File: config.mk
export PLATFORM = sky130hd
export DESIGN_NAME = gcr_ram
export DESIGN_NICKNAME = d
export VERILOG_FILES = /design/src/design/gcr_ram.sv
export SDC_FILE = /design/constraint.sdc
export NUM_CORES = 1
export LEC_CHECK = 0
export BUFFER_PORTS_ARGS = -buffer_cell sky130_fd_sc_hd__buf_2
export CAP_MARGIN = 15
export CORE_ASPECT_RATIO = 1.4
export CORE_MARGIN = 4
export CORE_UTILIZATION = 50
export CTS_CLUSTER_DIAMETER = 120
export CTS_CLUSTER_SIZE = 28
export DETAILED_ROUTE_END_ITERATION = 12
export PLACE_DENSITY = 0.75
export RECOVER_POWER = 100
export SLEW_MARGIN = 0
export SYNTH_ARGS = -nofsm -noshare
export SYNTH_HDL_FRONTEND = slang
export SYNTH_SLANG_ARGS = --single-unit
File: constraint.sdc
create_clock -name clock -period 2.6 [get_ports clock]
set_clock_uncertainty 0.15 [all_clocks]
set_input_delay 0.65 -clock clock [delete_from_list [all_inputs] [get_ports clock]]
set_output_delay 0.65 -clock clock [all_outputs]
set_load 0.005 [all_outputs]
File: src/design/gcr_ram.sv
// gcr_ram: generic simple dual-port RAM, one write and one registered read port
// no dependencies

module gcr_ram #(
   parameter int WIDTH = 8,
   parameter int DEPTH = 16
) (
   input  logic                     clock,
   input  logic                     we,
   input  logic [$clog2(DEPTH)-1:0] waddr,
   input  logic [WIDTH-1:0]         wdata,
   input  logic [$clog2(DEPTH)-1:0] raddr,
   output logic [WIDTH-1:0]         rdata
);

   logic [WIDTH-1:0] mem_ff [DEPTH];
   logic [WIDTH-1:0] rdata_ff;

   always_ff @(posedge clock) begin
      if (we) begin
         mem_ff[waddr] <= wdata;
      end
      rdata_ff <= mem_ff[raddr];
   end

   assign rdata = rdata_ff;

endmodule

==> out/qor.yml, run 1 <==
worst_slack_ns: 0.5759
critPathLaunchType: "primary input"
grt_remaining_overflow: 0
total_leakage_power_nw: 1.992
hp-class: "reg2reg"
syn_inst: 229
max_stage_delay_ns: 0.52
drc_errors: 0
power_density_mw_per_mm2: 857.9
insertion_delay_ns: 0.42
cts.sinks: 136
synth_warnings: 0
cts_buffer_depth: 2
ys_types: 19
final_cell_mix: "128 x edfxtp_1, 35 x clkbuf_1, 18 x mux4_2"
syn_area_per_cell_um2: 22.48
fin_nets: 301
die_w_um: 93.75
crit_slowest_cell: "or3b_2"
wl_per_cell_um: 22.51
path_max_fanout: 8
layout_min_cycle_time_ns: 2.024
clock.fmax_ghz: 0.4940
clk_pin_slew_ns: 0.06
synth-seq-area-share_pct: 77.78
post_cts_resized: 0
grt_pass1_wl_um: 15100
synth-seq-cells: 136
drive_gt1_share_pct: 19.93
tritoncts: "done"
core-area_mm2: 0.01001
status: "complete, no violations"
dieArea_mm2: 0.01201
dpl_worst_slack_ns: 0.3545
rows: 43
antenna_cells: 0
dp_hpwl_um: 6120
cts-root-buf: "clkbuf_16"
worstPathCellList: "clkbuf_1 > or3b_2 > nor3_1 > clkbuf_1"
firstDrtPassIters: 4
finalSetupViolations: 0
period_share_pct: 77.85
antenna_found_initial: 0
post-cts-setup-buffers: 0
hold_viol: 0
required_ns: 2.50
relSlewSlack_pct: 54.97
syn2layout_area_growth_pct: 18.13
tns_ns: 0
vias: 2468
layout_commonest_cell: "edfxtp_1"
crit_path_frequent_cell: "clkbuf_1"
start_util_pct: 51.44
critical_path_class: "in2reg"
drtAntennaViolNets: 0
r2r_slack_ns: 1.10
grt_setup_unrepaired: "false"
slew_violations: 0
yosysTopAreaCellShare_pct: 74.67
dieHeight_um: 128.1
max_cap_viol_count: 0
worst_setup_path_end_kind: "flop"
final_core_util_pct: 60.77
grt_use_total_pct: 18.15
gp_congestion: 0.7326
syn_nets: 247
port_buffers: 25
nFillCells: 729
synthTopCellsByArea: "edfxtp_1 75%, mux4_2 7.9%, mux4_1 7.1%, dfxtp_1 3.1%, a22oi_1 2.3%"
boundaryPins: 26
first_iter_violations: 203
cts_made_buffers: 17
ir_drop_mv: 0.5738
cts.htree.levels: 4
vias_per_cell: 5.726
synth.largest_area_cell: "edfxtp_1"
wl_um: 9703
cp.arrival_ns: 1.92
grt_pass1_vias: 2559
grt_max_degree: 33
ctsHoldBuffers: 0
syn-cell-area_mm2: 0.005147
tightest_slew_ns: 0.6755
==> area by class of cell <==
class / count / area, µm² / area share, %
sequential: 136 / 4004 / 65.84
clock inverter: 14 / 203.9 / 3.354
tap: 135 / 168.9 / 2.778
multi-input combinational: 83 / 1057 / 17.39
clock buffer: 18 / 429.2 / 7.058
timing repair buffer: 45 / 217.7 / 3.580
==> synth_stat cells <==
master	n
nand2b_1	2
mux4_2	18
and2_1	1
nor2_1	13
edfxtp_1	128
nor2b_1	1
buf_2	3
and2b_1	1
clkdlybuf4s25_2	3
nand3_1	1
mux4_1	14
nor3_1	4
or3b_2	1
a22oi_1	16
buf_6	3
buf_4	1
dfxtp_1	8
nand3b_1	2
nand2_1	9
==> stage by stage <==
step,cells,cell area [µm²],total power [mW],hold WS (ns)
after floorplan,229,5147,2.633,0.4793
after global placement,399,5530,2.727,0.5000
after detailed placement,399,5530,2.735,0.5088
after CTS,431,6163,5.261,0.4585
after global routing,431,6081,5.381,0.5289
final,431,6081,5.217,0.5158
==> layer usage <==
metal	wire length, µm	vias up	GRT usage (%)
li1	-	1084	-
met1	3782	1275	23.05
met2	5287	99	29.57
met3	496	10	4.698
met4	137	0	7.908
met5	0	-	0
==> critical path: cells and delay by family <==
kind	cells	cell delay [ns]
buffers and inverters	2	0.60
and+or+nand+nor	2	0.67
==> path summary, 6_finish.rpt <==
kind,start,endpoint,cells after the start
worst max register to register,mem_ff[6][3]$_DFFE_PP_,rdata[3]$_DFF_P_,3
worst min-delay path,mem_ff[14][3]$_DFFE_PP_,rdata[3]$_DFF_P_,3
worst max-delay path,waddr[2],mem_ff[0][5]$_DFFE_PP_,4
worst min register to register,mem_ff[14][3]$_DFFE_PP_,rdata[3]$_DFF_P_,3
==> flip-flops by register name, summed over array words and instances (netlist names) <==
name	count
mem_ff	128
rdata	8
==> power by group <==
group	switching [mW]	total, mW	internal, mW
Combinational	0.123	0.213	0.0901
Clock	0.847	2.54	1.69
Sequential	0.0149	2.47	2.45
Total	0.985	5.22	4.23
==> logic make-up (layout without fill, tap and decap cells) <==
family | after synthesis | after routing | share of synthesized area, %
compound gates | 16 | 16 | 2.334
flops | 136 | 136 | 77.78
mux | 32 | 32 | 15.02
simple gates | 35 | 35 | 3.184
buf+inv | 10 | 77 | 1.677
Power figures use the tool's default switching activity.
==> inputs of run 2 (changes only) <==
ABC_AREA = 1   (was unset)
clock period = 1.95 ns   (was 2.6 ns; I/O delays follow)
==> out/qor.yml, run 2 <==
synth.largest_area_cell: "edfxtp_1"  # unchanged
cts_made_buffers: 17  # unchanged
synthSimpleGateAreaFrac_pct: 21.05  # was 3.184%
cp_top_family: "buffers and inverters"  # was simple AND/OR/NAND/NOR gates
total_leakage_power_nw: 2.846  # was 1.992 nW
clk_pin_slew_ns: 0.06  # about the same
boundaryPins: 26  # unchanged
dieHeight_um: 135.1  # was 128.1 µm
gp_congestion: 0.8577  # was 0.7326
syn_nets: 569  # was 247
synthAdderAreaFrac_pct: 0  # unchanged
required_ns: 2.10  # was 2.50 ns
core-area_mm2: 0.01134  # was 0.01001 mm²
antenna_cells: 0  # unchanged
syn_inst: 551  # was 229
first_iter_violations: 410  # was 203
cp.arrival_ns: 1.73  # was 1.92 ns
drc_errors: 0  # unchanged
syn_area_per_cell_um2: 10.47  # was 22.48 µm²
top_register: "mem_ff"  # unchanged
synthXorXnorAreaFrac_pct: 0  # unchanged
post_cts_resized: 0  # unchanged
tns_ns: 0  # unchanged
crit_path_frequent_cell: "nand3_1"  # was clkbuf_1
critPathLaunchType: "primary input"  # unchanged
layout_commonest_cell: "nand2_1"  # was edfxtp_1
rows: 46  # was 43
period_share_pct: 80.89
worst_setup_path_end_kind: "flop"  # unchanged
antenna_found_initial: 0  # unchanged
drive_gt1_share_pct: 7.072  # was 19.93%
ir_drop_mv: 0.5388  # was 0.5738 mV
crit_buf_inv: 3  # was 2
cts.sinks: 136  # unchanged
clock.fmax_ghz: 0.6340
die_w_um: 98.77  # was 93.75 µm
insertion_delay_ns: 0.41  # was 0.42 ns
start_util_pct: 50.86  # was 51.44%
status: "complete, no violations"  # unchanged
grt_pass1_vias: 3934  # was 2559
layout_min_cycle_time_ns: 1.577
path_max_fanout: 33  # was 8
synth-seq-area-share_pct: 69.43  # was 77.78%
dieArea_mm2: 0.01334  # was 0.01201 mm²
synth_warnings: 0  # unchanged
finalSetupViolations: 0  # unchanged
grt_use_total_pct: 19.90  # was 18.15%
cts-root-buf: "clkbuf_16"  # unchanged
post-cts-setup-buffers: 0  # unchanged
total_power_mw: 7.089  # was 5.217 mW
syn-cell-area_mm2: 0.005767  # was 0.005147 mm²
seqCellArea_mm2: 0.004004  # unchanged
cts_buffer_depth: 2  # unchanged
slew_violations: 0  # unchanged
syn2layout_area_growth_pct: 15.95  # was 18.13%
grt_setup_unrepaired: "false"  # unchanged
r2r_slack_ns: 0.75  # was 1.10 ns
port_buffers: 25  # unchanged
wl_um: 12710  # was 9703 µm
final_cell_mix: "173 x nand2_1, 128 x edfxtp_1, 101 x inv_1"  # was 128 x edfxtp_1, 35 x clkbuf_1, 18 x mux4_2
max_cap_viol_count: 0  # unchanged
synthArstFlopShare_pct: 0  # unchanged
worst_slack_ns: 0.3726  # was 0.5759 ns
grt_remaining_overflow: 0  # unchanged
multi_input_area_mm2: 0.001214  # was 0.001057 mm²
tightest_slew_ns: 0.9584  # was 0.6755 ns
synth_edf_count: 128  # unchanged
synth.most_common_cell: "nand2_1"  # was edfxtp_1
hp-class: "in2reg"  # was reg2reg
drtAntennaViolNets: 0  # unchanged
yosysTopAreaCellShare_pct: 66.65  # was 74.67%
ys_types: 12  # was 19
firstDrtPassIters: 5  # was 4
synth-compound-area-share_pct: 0  # was 2.333%
wl_per_cell_um: 16.89  # was 22.51 µm
grt_max_degree: 65  # was 33
yosys-top-cells-count: "173 x nand2_1, 128 x edfxtp_1, 100 x inv_1, 97 x nand3_1, 17 x nor2_1"  # was 128 x edfxtp_1, 18 x mux4_2, 16 x a22oi_1, 14 x mux4_1, 13 x nor2_1
hold_viol: 0  # unchanged
grt_pass1_wl_um: 19840  # was 15100 µm
cts.htree.levels: 4  # unchanged
crit_slowest_cell: "inv_1"  # was or3b_2
largest_reg_flops: 128  # unchanged
vias_per_cell: 5.193  # was 5.726
relSlewSlack_pct: 36.11  # was 54.97%
synth-seq-cells: 136  # unchanged
fin_nets: 613  # was 301
tritoncts: "done"  # unchanged
ctsHoldBuffers: 0  # unchanged
critical_path_class: "in2reg"  # unchanged
synthTopCellsByArea: "edfxtp_1 67%, nand2_1 11%, nand3_1 8.4%, inv_1 6.5%, dfxtp_1 2.8%"  # was edfxtp_1 75%, mux4_2 7.9%, mux4_1 7.1%, dfxtp_1 3.1%, a22oi_1 2.3%
dpl_worst_slack_ns: 0.1135  # was 0.3545 ns
synth_flop_cell: "edfxtp_1"  # unchanged
worstPathCellList: "buf_2 > inv_1 > buf_12 > nand2_1 > nand3_1 > nand3_1 > nand3_1 > nand2_1"  # was clkbuf_1 > or3b_2 > nor3_1 > clkbuf_1
vias: 3905  # was 2468
dp_hpwl_um: 7789  # was 6120 µm
final_core_util_pct: 58.97  # was 60.77%
synthMuxAreaShare_pct: 0  # was 15.02%
nFillCells: 898  # was 729
synth_top_family_by_area: "simple AND/OR/NAND/NOR gates"  # was multiplexers
power_density_mw_per_mm2: 1060  # was 857.9 mW/mm²
max_stage_delay_ns: 0.36  # was 0.52 ns
==> run 2: layer usage <==
layer,up-vias,global-route usage (%),share of wire (%)
met5,-,0,0
met4,0,11.24,4.7
met3,43,4.755,5.8
met2,170,33.78,51
met1,1835,22.93,38
li1,1857,-,-
==> run 2: tightest hold or removal path, delay by kind of cell <==
| kind | cells | cell delay [ns] |
|---|---|---|
| buf+inv | 1 | 0.17 |
| simple gates | 2 | 0.14 |
==> run 2: final cells by class <==
cell class	count	share of cell area, %
timing repair buffer	49	4.079
clock inverter	13	2.994
multi-input combinational	289	18.15
inverter	102	5.726
sequential	136	59.88
clock buffer	19	6.475
tap	144	2.695
==> run 2: power breakdown <==
| part | internal (mW) | switching (mW) |
|---|---|---|
| logic | 0.116 | 0.279 |
| clock network | 2.26 | 1.14 |
| registers | 3.27 | 0.0185 |
==> run 2: path summary, 6_finish.rpt <==
check / startpoint / end / cells past startpoint
worst max-delay path: raddr[0] / rdata[6]$_DFF_P_ / 8
worst min-delay path: raddr[3] / rdata[7]$_DFF_P_ / 3
worst max register to register: mem_ff[5][2]$_DFFE_PP_ / rdata[2]$_DFF_P_ / 6
worst min register to register: mem_ff[11][2]$_DFFE_PP_ / rdata[2]$_DFF_P_ / 6
==> run 2: kinds of logic after synthesis <==
family	count (synthesis)
buf+inv	126
simple gates	289
flops	136
==> run 2: per-stage QoR <==
| stage | area (µm²) | cells | hold slack, ns |
|---|---|---|---|
| 6_report | 6686 | 752 | 0.2835 |
| 4_1_cts | 6769 | 752 | 0.2700 |
| 5_1_grt | 6686 | 752 | 0.2988 |
| 3_5_place_dp | 6136 | 720 | 0.5288 |
| 2_1_floorplan | 5767 | 551 | 0.4364 |
| 3_3_place_gp | 6136 | 720 | 0.5054 |
==> inputs of run 3 (changes only) <==
clock period = 1.6 ns   (was 1.95 ns; I/O delays follow)
==> out/qor.yml, run 3 (synthesis results as in run 2) <==
grt_pass1_vias: 4032  # was 3934
cts.htree.levels: 4  # unchanged
first_iter_violations: 362  # was 410
post_cts_resized: 0  # unchanged
firstDrtPassIters: 6  # was 5
die_w_um: 98.77  # unchanged
r2r_slack_ns: 0.46  # was 0.75 ns
drtAntennaViolNets: 0  # unchanged
finalSetupViolations: 0  # unchanged
total_power_mw: 8.548  # was 7.089 mW
ctsHoldBuffers: 0  # unchanged
final_cell_mix: "173 x nand2_1, 128 x edfxtp_1, 100 x inv_1"  # was 173 x nand2_1, 128 x edfxtp_1, 101 x inv_1
path_max_fanout: 8  # was 33
wl_per_cell_um: 16.72  # was 16.89 µm
p_seq_share_pct: 46.9  # was 46.4%
required_ns: 1.49  # was 2.10 ns
combPwrFrac_pct: 5.7  # was 5.6%
gp_congestion: 0.8737  # was 0.8577
grt_use_total_pct: 20.20  # was 19.90%
wl_um: 12640  # was 12710 µm
cts-root-buf: "clkbuf_16"  # unchanged
antenna_cells: 0  # unchanged
critPathLaunchType: "primary input"  # unchanged
insertion_delay_ns: 0.42  # was 0.41 ns
max_stage_delay_ns: 0.52  # was 0.36 ns
wl_met2_um: 6739  # was 6521 µm
total_leakage_power_nw: 2.858  # was 2.846 nW
layout_commonest_cell: "nand2_1"  # unchanged
multi_input_area_mm2: 0.001214  # unchanged
wl_met1_um: 4817  # was 4847 µm
tritoncts: "done"  # unchanged
layout_min_cycle_time_ns: 1.503
largest_reg_flops: 128  # unchanged
nFillCells: 884  # was 898
clock.fmax_ghz: 0.6652
grt_remaining_overflow: 0  # unchanged
tns_ns: 0  # unchanged
critical_path_class: "in2reg"  # unchanged
vias_per_cell: 5.234  # was 5.193
dieHeight_um: 135.1  # unchanged
grt_pass1_wl_um: 20100  # was 19840 µm
post-cts-setup-buffers: 0  # unchanged
worstPathCellList: "clkbuf_1 > nand3_1 > nor2_1 > clkbuf_1"  # was buf_2 > inv_1 > buf_12 > nand2_1 > nand3_1 > nand3_1 > nand3_1 > nand2_1
power_density_mw_per_mm2: 1271  # was 1060 mW/mm²
cp.arrival_ns: 1.40  # was 1.73 ns
cts.sinks: 136  # unchanged
grt_max_degree: 65  # unchanged
drive_gt1_share_pct: 8.170  # was 7.072%
tightest_slew_ns: 0.8359  # was 0.9584 ns
crit_slowest_cell: "clkbuf_1"  # was inv_1
hold_viol: 0  # unchanged
p_int_mw: 6.744  # was 5.648 mW
hp-class: "in2reg"  # unchanged
grt_setup_unrepaired: "false"  # unchanged
slew_violations: 0  # unchanged
core-area_mm2: 0.01134  # unchanged
cts_made_buffers: 17  # unchanged
seqCellArea_mm2: 0.004004  # unchanged
top_register: "mem_ff"  # unchanged
status: "complete, no violations"  # unchanged
route.met3.wl_um: 810  # was 735 µm
ir_drop_mv: 0.8515  # was 0.5388 mV
clk_pin_slew_ns: 0.06  # about the same
vias: 3957  # was 3905
drc_errors: 0  # unchanged
antenna_found_initial: 0  # unchanged
boundaryPins: 26  # unchanged
syn2layout_area_growth_pct: 16.60  # was 15.95%
relSlewSlack_pct: 44.27  # was 36.11%
dp_hpwl_um: 7930  # was 7789 µm
period_share_pct: 93.96
clockPowerShare_pct: 47.4  # was 48.0%
fin_nets: 617  # was 613
worst_setup_path_end_kind: "flop"  # unchanged
rows: 46  # unchanged
switching_share_pct: 21.11  # was 20.32%
crit_path_frequent_cell: "clkbuf_1"  # was nand3_1
routed.top_layer: "met4"  # unchanged
dieArea_mm2: 0.01334  # unchanged
cts_buffer_depth: 2  # unchanged
port_buffers: 25  # unchanged
max_cap_viol_count: 0  # unchanged
start_util_pct: 50.86  # unchanged
switching_power_mw: 1.804  # was 1.441 mW
==> run 3: changes by cell type in the layout (fill, tap and decap cells not counted), moves of 2 or more <==
cell	previous run	this run
clkinv_4	1	3
clkinvlp_4	1	3
buf_12	4	6
clkinv_1	3	1
==> run 3: layout make-up <==
class                      count  share of cell area, %
timing repair buffer          53                  4.726
clock buffer                  17                  6.327
inverter                     102                  5.694
sequential                   136                  59.55
multi-input combinational    289                  18.05
clock inverter                15                  2.977
tap                          144                  2.680
==> run 3: per-layer routing <==
metal | global-route usage [%] | vias up
li1 | - | 1867
met5 | 0 | -
met2 | 36.14 | 174
met3 | 4.599 | 29
met1 | 22.87 | 1887
met4 | 8.884 | 0
==> run 3: path summary, 6_finish.rpt <==
check                                                to                    start  depth (start not counted)
worst max-delay path            mem_ff[13][5]$_DFFE_PP_                       we                          4
worst min-delay path                   rdata[5]$_DFF_P_                 raddr[2]                          4
worst max register to register         rdata[1]$_DFF_P_   mem_ff[7][1]$_DFFE_PP_                          6
worst min register to register         rdata[5]$_DFF_P_  mem_ff[12][5]$_DFFE_PP_                          6
==> run 3: metrics by stage <==
stage,util [%],setup WS (ns),area (µm²),hold WS (ns),instances
2_1_floorplan,-,0.09916,5767,0.3489,551
3_3_place_gp,54.60,0.04101,6191,0.4971,724
3_5_place_dp,54.60,0.02563,6191,0.5001,724
4_1_cts,60.12,0.1295,6817,0.1918,756
5_1_grt,59.30,0.06105,6724,0.2306,756
6_report,59.30,0.09662,6724,0.2020,756
==> run 3: power by group through the flow <==
stage	logic [mW]	registers, mW	clock network, mW
after floorplan	0.281	4.08	0
after global placement	0.481	4.08	0
after detailed placement	0.492	4.08	0
after CTS	0.500	4.01	4.10
after global routing	0.538	4.02	4.29
final	0.485	4.01	4.05
==> run 3: critical path, delay by kind of cell <==
family / cells / cell delay (ns)
and+or+nand+nor: 2 / 0.33
buffers and inverters: 2 / 0.66
