==> src/design/gcr_pkg.sv <==
// gcr_pkg: shared types and constants of the glyph cache tag engine
// no dependencies; used by gcr_div, the top level and gcr_checker

package gcr_pkg;

   localparam int KEY_W      = 160;
   localparam int DIVIDEND_W = 32;
   localparam int DIVISOR_W  = 16;
   localparam int CSR_IDX_W  = 3;
   localparam int CSR_DATA_W = 16;

   // result status codes
   localparam logic [2:0] ST_HIT        = 3'd0;
   localparam logic [2:0] ST_PLACED     = 3'd1;
   localparam logic [2:0] ST_REPLACED   = 3'd2;
   localparam logic [2:0] ST_NEED_FLUSH = 3'd3;
   localparam logic [2:0] ST_FLUSHED    = 3'd4;

   localparam logic CMD_FLUSH = 1'b1;

   // configuration register indexes
   localparam logic [CSR_IDX_W-1:0] REG_HASH_SIZE    = 3'd0;
   localparam logic [CSR_IDX_W-1:0] REG_CAPACITY     = 3'd1;
   localparam logic [CSR_IDX_W-1:0] REG_COLUMNS      = 3'd2;
   localparam logic [CSR_IDX_W-1:0] REG_GLYPH_WIDTH  = 3'd3;
   localparam logic [CSR_IDX_W-1:0] REG_GLYPH_HEIGHT = 3'd4;
   localparam logic [CSR_IDX_W-1:0] REG_Y_OFFSET     = 3'd5;
   localparam logic [CSR_IDX_W-1:0] REG_RANDOM_SEED  = 3'd6;

   localparam logic [15:0] LFSR_TAPS = 16'hB400;
   localparam logic [13:0] X_MAX     = 14'h3FFF;
   localparam logic [14:0] Y_MAX     = 15'h7FFF;

   typedef enum logic [4:0] {
      S_CLEAR, S_VDIV, S_VWAIT, S_IDLE, S_HDIV, S_HWAIT,
      S_LRD, S_LSLOT, S_LKEY, S_MISS,
      S_RKEY, S_RKDAT, S_RHWAIT, S_WRD, S_WSLOT, S_WKEY, S_WHWAIT, S_WMOVE, S_WCLR,
      S_KWR, S_IRD, S_ISLOT, S_MARK, S_CDIV, S_CWAIT, S_MUL, S_DONE
   } state_type;

endpackage

==> src/design/gcr_div.sv <==
// gcr_div: shared restoring divider, one quotient bit per cycle
// depends on gcr_pkg for the operand widths

module gcr_div (
   input  logic                             clock,
   input  logic                             reset,
   input  logic                             start,
   input  logic [gcr_pkg::DIVIDEND_W-1:0]   dividend,
   input  logic [gcr_pkg::DIVISOR_W-1:0]    divisor,
   output logic [gcr_pkg::DIVIDEND_W-1:0]   quotient,
   output logic [gcr_pkg::DIVISOR_W-1:0]    remainder,
   output logic                             done
);

   localparam int N  = gcr_pkg::DIVIDEND_W;
   localparam int D  = gcr_pkg::DIVISOR_W;
   localparam int CW = $clog2(N + 1);

   logic [N-1:0]  quo_ff, quo_in;
   logic [D-1:0]  rem_ff, rem_in;
   logic [D-1:0]  dvs_ff, dvs_in;
   logic [CW-1:0] cnt_ff, cnt_in;
   logic          done_ff, done_in;
   logic [D:0]    trial;
   logic [D:0]    diff;
   logic          ge;

   assign trial = {rem_ff, quo_ff[N-1]};
   assign ge    = trial >= {1'b0, dvs_ff};
   assign diff  = trial - {1'b0, dvs_ff};

   always_comb begin
      quo_in  = quo_ff;
      rem_in  = rem_ff;
      dvs_in  = dvs_ff;
      cnt_in  = cnt_ff;
      done_in = done_ff;
      if (start) begin
         quo_in  = dividend;
         rem_in  = '0;
         dvs_in  = divisor;
         cnt_in  = CW'(N);
         done_in = 1'b0;
      end else if (cnt_ff != '0) begin
         quo_in = {quo_ff[N-2:0], ge};
         rem_in = ge ? diff[D-1:0] : trial[D-1:0];
         cnt_in = cnt_ff - 1'b1;
         if (cnt_ff == CW'(1)) begin
            done_in = 1'b1;
         end
      end
   end

   always_ff @(posedge clock) begin
      if (reset) begin
         cnt_ff  <= '0;
         done_ff <= 1'b0;
      end else begin
         cnt_ff  <= cnt_in;
         done_ff <= done_in;
      end
   end

   always_ff @(posedge clock) begin
      quo_ff <= quo_in;
      rem_ff <= rem_in;
      dvs_ff <= dvs_in;
   end

   assign quotient  = quo_ff;
   assign remainder = rem_ff;
   assign done      = done_ff;

endmodule

==> config.mk <==
export PLATFORM = sky130hd
export DESIGN_NAME = gcr_div
export DESIGN_NICKNAME = d
export VERILOG_FILES = /design/src/design/gcr_pkg.sv /design/src/design/gcr_div.sv
export SDC_FILE = /design/constraint.sdc
export NUM_CORES = 1
export LEC_CHECK = 0
export ABC_AREA = 1
export BUFFER_PORTS_ARGS = -buffer_cell sky130_fd_sc_hd__buf_2
export CAP_MARGIN = 10
export CORE_AREA = 5 5 118 75
export CTS_CLUSTER_DIAMETER = 80
export DETAILED_ROUTE_END_ITERATION = 10
export DIE_AREA = 0 0 123 80
export PLACE_DENSITY = 0.86
export SYNTH_ARGS = -nofsm -noshare
export SYNTH_HDL_FRONTEND = slang
export SYNTH_SLANG_ARGS = --single-unit
==> constraint.sdc <==
create_clock -name clock -period 1.97 [get_ports clock]
set_input_delay 0.197 -clock clock [delete_from_list [all_inputs] [get_ports clock]]
set_output_delay 0.197 -clock clock [all_outputs]
set_load 0.05 [all_outputs]
==> impl_results.rst, run 1 <==
.. list-table::
   :header-rows: 1

   * - Metric
     - Value
   * - Outcome
     - completed
   * - Number of placed I/O pins
     - 100
   * - Slew Limit Fails
     - 0
   * - Placed Area
     - 4760 um^2
   * - Skew-Pair Late Insertion Delay
     - 340 ps
   * - Initial core utilization
     - 0.522
   * - Critical path capture point
     - remainder[15]
   * - Die area
     - 9840 um^2
   * - Class of the most critical setup path
     - reg2reg
   * - Adder-Cell Fraction of Synth Area
     - 0.0613
   * - TritonCTS clock tree
     - built
   * - DIE HEIGHT
     - 80 um
   * - Share of the yosys chip area belonging to registers
     - 0.475
   * - Maximum ir drop on the vdd rail
     - 0.648 mV
   * - Number of enable-type register cells in the synthesized netlist
     - 48
   * - Critical path startpoint
     - quotient[31]
   * - First-pass GRT wire length
     - 17400 um
   * - Maximum clock frequency
     - 0.530 GHz
   * - Slack of the worst reg-to-reg path
     - 80 ps
   * - Yosys warning total
     - 0
   * - Setup ws final
     - 82.4 ps
   * - Setup clock skew after layout
     - 6.25 ps
   * - Filler instances
     - 586
   * - Synth Area in XOR/XNOR
     - 0.0153
   * - Wire per inst
     - 15.0 um
   * - Synth Register Bits
     - 71
   * - Final Total Pwr
     - 0.00788 W
   * - Leakage power of the design
     - 2.73 nW
   * - Pwr Density
     - 1460 nW/um^2
   * - Maximum level of the CTS H-tree
     - 3
   * - Most frequently used flop master after synthesis
     - edfxtp_1
   * - Hold_buf cts
     - 0
   * - Count of cells along the worst register-to-register path
     - 13
   * - Setup tns final
     - 0 ps
   * - Post-synthesis async set-or-reset flop share
     - 0
   * - Total Nets Final
     - 702
   * - Setup violation total in the final timing report
     - 0
   * - Total GRT Usage
     - 0.228
   * - Final instance area
     - 5390 um^2
   * - HPWL reported at the end of detailed placement
     - 8040 um
   * - X dimension of the die
     - 123 um
   * - DRC errors left
     - 0
   * - Clock tree root buffer cell
     - clkbuf_16
   * - Share of post-route cells with drive strength above 1
     - 0.328
   * - Synth area leaders
     - edfxtp_1 (36%), nand2_1 (20%), dfxtp_1 (12%)
   * - Dominant combinational cell family by area after synthesis
     - simple AND/OR/NAND/NOR gates
   * - Overflow after GRT
     - 0
   * - Average instance area after synthesis
     - 7.78 um^2
   * - Iteration-0 DRC count of the detailed router
     - 298
   * - Worst slew pin tran
     - 322 ps
   * - Max-cap check violation count
     - 0
   * - Maximum root-to-sink buffer count
     - 2
   * - Site row count
     - 25
   * - Distinct cell type count of the synthesized netlist
     - 35
   * - Endpoints failing hold
     - 0
   * - Startpoint type of the worst setup path
     - flop
   * - Number of iterations in the first detailed-routing pass
     - 5
   * - Launch instance of the worst register-to-register path
     - quotient[31]
   * - Tmin final
     - 1890 ps
   * - Hold Slack
     - 32.7 ps
   * - Core area
     - 7660 um^2
   * - Maximum number of pins on one net before global-route repair
     - 42
   * - Clock slew at reported path FFs
     - 60 ps
   * - Total vias in the final route
     - 3830
   * - Number of CTS-inserted buffers
     - 9
   * - Endpoint class of the critical path
     - flop
   * - Final weighted congestion in routability-driven placement
     - 0.983
   * - Area growth from synthesis to layout
     - 34.6%
   * - Slew HR
     - 0.785
   * - Share of the cycle needed by the critical path after routing
     - 0.958
   * - Commonest cells post-synth
     - nand2_1 (212), inv_1 (72), edfxtp_1 (48), nand3_1 (42), dfxtp_1 (23)
   * - Post-synthesis simple-gate area fraction
     - 0.316
   * - Final antenna-violating net count
     - 0
   * - Via count of the first global-routing pass
     - 3628
   * - Data arrival time of the worst path
     - 2120 ps
   * - Critical-path maximum fanout
     - 7
   * - Most common cell in the netlist
     - nand2_1
   * - Critical path data required time
     - 2200 ps
   * - Compound-cell area share of the yosys netlist
     - 0.0450
   * - Worst flop-to-flop path endpoint
     - remainder[15]
   * - Hold WC Path Type
     - in2reg
   * - Library cell occupying the most area in the post-synthesis netlist
     - edfxtp_1
   * - Mux contribution to synthesized area
     - 0
   * - Net count after synthesis
     - 584
   * - Area share of the largest cell type after synthesis
     - 0.360
   * - Antenna violations before repair
     - 0
   * - Worst slack at placement
     - -1.27 ps
   * - Drt total wl
     - 11200 um
   * - CTS sink count
     - 71
   * - Via/cell ratio
     - 5.13
   * - Count of mapped cells out of synthesis
     - 514
   * - Synth Cell Area
     - 4000 um^2
   * - Port bufs
     - 99
kinds of logic (layout without fill, tap and decap cells):
logic type                 after synthesis  after routing
AOI/OAI and AO/OA                       32             32
adders and majority gates               19             19
and+or+nand+nor                        298            298
DFF                                     71             71
buffers and inverters                   87            210
xor gates and xnor gates                 7              7
other                                    0              1
worst max-delay path, stage by stage, from the launching register on:
cell and delay (ps):
edfxtp_1 410, inv_2 110, ha_4 210, nand2_1 100
nor2_1 50, nand3_1 80, o21ai_2 80, nor2_4 270
buf_6 190, nand3_1 80, nand2_1 70, inv_1 40
nand2_1 50, nand2_1 40
where the power goes:
| part | switching (W) | internal [W] |
|---|---|---|
| Sequential | 0.000278 | 0.00201 |
| Clock | 0.000630 | 0.000975 |
| Combinational | 0.00266 | 0.00133 |
cell usage in the layout, fill, tap and decap left out, types with 2 or more instances in the layout:
cell type / netlist / layout
a21oi_1: 13 / 11
a21oi_2: 1 / 2
buf_12: 0 / 5
buf_2: 2 / 99
buf_4: 2 / 13
buf_6: 0 / 2
clkbuf_16: 0 / 9
clkinv_2: 0 / 3
dfxtp_1: 23 / 8
dfxtp_2: 0 / 15
edfxtp_1: 48 / 48
ha_1: 18 / 3
ha_4: 0 / 14
inv_1: 72 / 61
inv_2: 2 / 13
nand2_1: 212 / 201
nand2_2: 2 / 9
nand2_4: 2 / 5
nand3_1: 42 / 40
nand3_2: 1 / 2
nand3b_1: 8 / 8
nand4_1: 4 / 4
nor2_1: 17 / 15
nor2_2: 5 / 4
nor2_4: 1 / 4
nor3_1: 3 / 3
o21ai_0: 9 / 8
o21ai_1: 3 / 4
xnor2_1: 5 / 5
xor2_1: 2 / 2
registers in the layout, summed over array words and instances (netlist names):
signal     cells
remainder     16
quotient      32
dvs_ff        16
done           1
cnt_ff         6
layout make-up:
| type | instances | area [um^2] | area share |
|---|---|---|---|
| clock inverter | 6 | 61.3 | 0.0114 |
| clock buffer | 10 | 229 | 0.0425 |
| timing repair buffer | 119 | 716 | 0.133 |
| inverter | 75 | 282 | 0.0523 |
| antenna | 1 | 2.50 | 0.000465 |
| multi-input combinational | 356 | 2040 | 0.379 |
| tap | 108 | 135 | 0.0251 |
| sequential | 71 | 1920 | 0.357 |
worst min path at each step:
stage | from | depth (start not counted) | endpoint
after floorplan | divisor[0] | 0 | dvs_ff[0]
after global placement | divisor[4] | 1 | dvs_ff[4]
after detailed placement | divisor[10] | 1 | dvs_ff[10]
after CTS | divisor[5] | 1 | dvs_ff[5]
after global routing | divisor[10] | 1 | dvs_ff[10]
final | divisor[5] | 1 | dvs_ff[5]
layer usage:
metal  up-vias  wire length, um  GRT usage
met5         -                0          0
met4         0              192     0.0785
met3        20              989     0.0652
met2       155             5070      0.344
met1      1777             4930      0.313
li1       1878                -          -
through the flow:
| step | util | std cells |
|---|---|---|
| detailed placement | 0.621 | 722 |
| global placement | 0.621 | 722 |
| global route | 0.702 | 745 |
| floorplan | - | 514 |
| CTS | 0.666 | 741 |
| finish | 0.703 | 746 |
what timing repair did:
action	CTS	global route
resized for setup	5	58
setup endpoints to repair	13	17
pin swaps	2	8
buffers inserted	3	4
Note: power is estimated with default switching activity, not from simulation.
==> run 2: changes to the inputs <==
--- a/config.mk
+++ b/config.mk
@@ -12,7 +12,7 @@
 export CTS_CLUSTER_DIAMETER = 80
 export DETAILED_ROUTE_END_ITERATION = 10
 export DIE_AREA = 0 0 123 80
-export PLACE_DENSITY = 0.86
+export PLACE_DENSITY = 0.87
 export SYNTH_ARGS = -nofsm -noshare
 export SYNTH_HDL_FRONTEND = slang
 export SYNTH_SLANG_ARGS = --single-unit
==> run 2 against run 1 <==
Hold slack better by 1.7 ps. Largest power group unchanged. Largest cell class unchanged. Critical path depth is 2 lower. Sequential power hardly changed. Via count is 3.5% higher. Sequential share of layout area is 0.54 points lower.
==> impl_results.rst, run 2 (synthesis gave the netlist of run 1 again) <==
.. list-table::
   :header-rows: 1

   * - Metric
     - Value
   * - Outcome
     - completed
   * - Critical path startpoint
     - dvs_ff[13]
   * - Class of the most critical setup path
     - reg2reg
   * - Number of placed I/O pins
     - 100 (unchanged)
   * - First-pass GRT wire length
     - 18400 um (+5.9%)
   * - Critical-path maximum fanout
     - 6 (-1)
   * - Skew-Pair Late Insertion Delay
     - 330 ps (about the same)
   * - Launch instance of the worst register-to-register path
     - dvs_ff[13]
   * - Cell internal pwr
     - 0.00447 W (+3.6%)
   * - Leakage power of the design
     - 2.80 nW (+2.7%)
   * - Slew HR
     - 0.648 (-0.137)
   * - Switching Share
     - 0.456 (+0.00331)
   * - Combinational power share
     - 0.513 (+0.007)
   * - Number of CTS-inserted buffers
     - 9 (unchanged)
   * - Data arrival time of the worst path
     - 2160 ps (+40 ps)
   * - X dimension of the die
     - 123 um (unchanged)
   * - Setup repair after global routing missed its margin
     - yes
   * - Top library cells by usage in the layout, fill and taps aside
     - nand2_1 (200), buf_2 (99), inv_1 (68)
   * - Die area
     - 9840 um^2 (unchanged)
   * - Antenna violations before repair
     - 0 (unchanged)
   * - Slew Limit Fails
     - 0 (unchanged)
   * - Pwr Density
     - 1500 nW/um^2 (+2.8%)
   * - Portion of total power attributed to the clock network
     - 0.208 (+0.004)
   * - Startpoint type of the worst setup path
     - flop
   * - Final antenna-violating net count
     - 0 (unchanged)
   * - Total GRT Usage
     - 0.246 (+0.0179)
   * - Setup tns final
     - 0 ps (unchanged)
   * - Worst slew pin tran
     - 528 ps (+206 ps)
   * - TritonCTS clock tree
     - built
   * - Max-cap check violation count
     - 0 (unchanged)
   * - Maximum ir drop on the vdd rail
     - 0.824 mV (+27%)
   * - Final weighted congestion in routability-driven placement
     - 0.943 (-4.1%)
   * - Number of iterations in the first detailed-routing pass
     - 6 (+1)
   * - Maximum root-to-sink buffer count
     - 2 (unchanged)
   * - Maximum number of pins on one net before global-route repair
     - 30 (-29%)
   * - Initial core utilization
     - 0.522 (unchanged)
   * - Total vias in the final route
     - 3965 (+3.5%)
   * - Endpoints failing hold
     - 0 (unchanged)
   * - Max reg flops
     - 32 (unchanged)
   * - Most common cell after layout, fill and taps aside
     - nand2_1
   * - Hold WC Path Type
     - in2reg
   * - CTS sink count
     - 71 (unchanged)
   * - Sequential power share
     - 0.278 (-0.012)
   * - Clock slew at reported path FFs
     - 60 ps (about the same)
   * - Share of the cycle needed by the critical path after routing
     - 0.985 (+0.0263)
   * - Clock tree root buffer cell
     - clkbuf_16
   * - Port bufs
     - 99 (unchanged)
   * - Area growth from synthesis to layout
     - 36.6%
   * - Site row count
     - 25 (unchanged)
   * - Filler instances
     - 559 (-4.6%)
   * - Endpoint class of the critical path
     - flop
   * - Overflow after GRT
     - 0 (unchanged)
   * - HPWL reported at the end of detailed placement
     - 8640 um (+7.5%)
   * - Total Nets Final
     - 712 (+1.4%)
   * - Via count of the first global-routing pass
     - 3666 (+1.0%)
   * - Wire per inst
     - 16.3 um (+8.5%)
   * - Hold Slack
     - 34.4 ps (+1.71 ps)
   * - Setup violation total in the final timing report
     - 0 (unchanged)
   * - Core area
     - 7660 um^2 (unchanged)
   * - Worst flop-to-flop path endpoint
     - remainder[11]
   * - Tmin final
     - 1940 ps (+51.9 ps)
   * - Maximum clock frequency
     - 0.516 GHz (-2.7%)
   * - Slack of the worst reg-to-reg path
     - 30 ps (-50 ps)
   * - Drt total wl
     - 12300 um (+9.8%)
   * - Iteration-0 DRC count of the detailed router
     - 393 (+32%)
   * - DRC errors left
     - 0 (unchanged)
   * - Via/cell ratio
     - 5.25 (+2.3%)
   * - DIE HEIGHT
     - 80 um (unchanged)
   * - Critical path data required time
     - 2190 ps (about the same)
   * - Antenna diodes
     - 0 (-1)
   * - Count of cells along the worst register-to-register path
     - 11 (-2)
   * - Power dissipated by switching net loads
     - 0.00375 W (+5.0%)
   * - Setup clock skew after layout
     - 7.13 ps (+0.881 ps)
   * - Maximum level of the CTS H-tree
     - 3 (unchanged)
   * - Critical path capture point
     - remainder[11]
   * - Share of post-route cells with drive strength above 1
     - 0.331 (+0.00266)
-- run 2: cell count changes in the layout (fill, tap and decap cells not counted), moves of 2 or more --
cell and delta:
buf_4 +9, inv_1 +7, inv_2 -7, ha_1 +4, ha_4 -3, a21oi_1 -2
a21oi_2 +2, buf_12 -2, clkbuf_16 +2, clkbuf_8 +2, nand2_2 +2
-- run 2: worst min-delay path by stage --
stage	from	to	slack, ps	depth (start not counted)
after floorplan	divisor[0]	dvs_ff[0]	300	0
after global placement	divisor[4]	dvs_ff[4]	370	1
after detailed placement	divisor[11]	dvs_ff[11]	380	1
after CTS	divisor[3]	dvs_ff[3]	30	1
after global routing	divisor[9]	dvs_ff[9]	30	1
final	divisor[2]	dvs_ff[2]	30	1
-- run 2: through the flow --
| stage | instance area, um^2 | std cells | setup WS (ps) | util | total power (W) |
|---|---|---|---|---|---|
| final | 5460 | 755 | 30.5 | 0.713 | 0.00821 |
| after global routing | 5460 | 755 | -68.4 | 0.713 | 0.00862 |
| after CTS | 5150 | 749 | 7.60 | 0.672 | 0.00769 |
| after detailed placement | 4750 | 726 | -59.1 | 0.620 | 0.00586 |
| after global placement | 4750 | 726 | 3.12 | 0.620 | 0.00579 |
| after floorplan | 4040 | 514 | -4.28 | - | 0.00488 |
-- run 2: what timing repair did --
item / 4_1_cts / 5_1_grt
hold buffers: 0 / 0
pin swaps: 3 / 9
cloned: 0 / 1
endpoints found under the setup margin: 16 / 49
setup buffers: 7 / 5
gates resized for setup: 6 / 51
-- run 2: critical path: stages, from the launching register on --
cell and delay, ps:
edfxtp_1 360, inv_1 80, ha_1 270, nand2_1 120
inv_1 70, nand2_1 140, a21oi_2 80, nor2_4 270
buf_6 170, nand3b_1 90, nand3_1 100, nand2_1 70
-- run 2: metal layers --
| metal | global-route usage | vias to the layer above | routed length (um) |
|---|---|---|---|
| met3 | 0.0616 | 23 | 1230 |
| met2 | 0.369 | 207 | 5540 |
| met5 | 0 | - | 0 |
| li1 | - | 1886 | - |
| met1 | 0.353 | 1849 | 5330 |
| met4 | 0.0685 | 0 | 179 |
-- run 2: power by group through the flow --
stage	registers (W)	clock network, W	logic [W]
after CTS	0.00223	0.00172	0.00373
after floorplan	0.00318	0	0.00169
after global placement	0.00224	0	0.00355
final	0.00229	0.00171	0.00422
after global routing	0.00231	0.00180	0.00451
after detailed placement	0.00225	0	0.00360
-- run 2: cell type report --
type,count,area [um^2],share of cell area
well taps,108,135,0.0247
inverters,75,282,0.0515
flip-flops and latches,71,1920,0.351
clock buffers,13,303,0.0554
repair buffers,128,769,0.141
clock inverters,3,18.8,0.00343
multi-input cells,357,2040,0.373
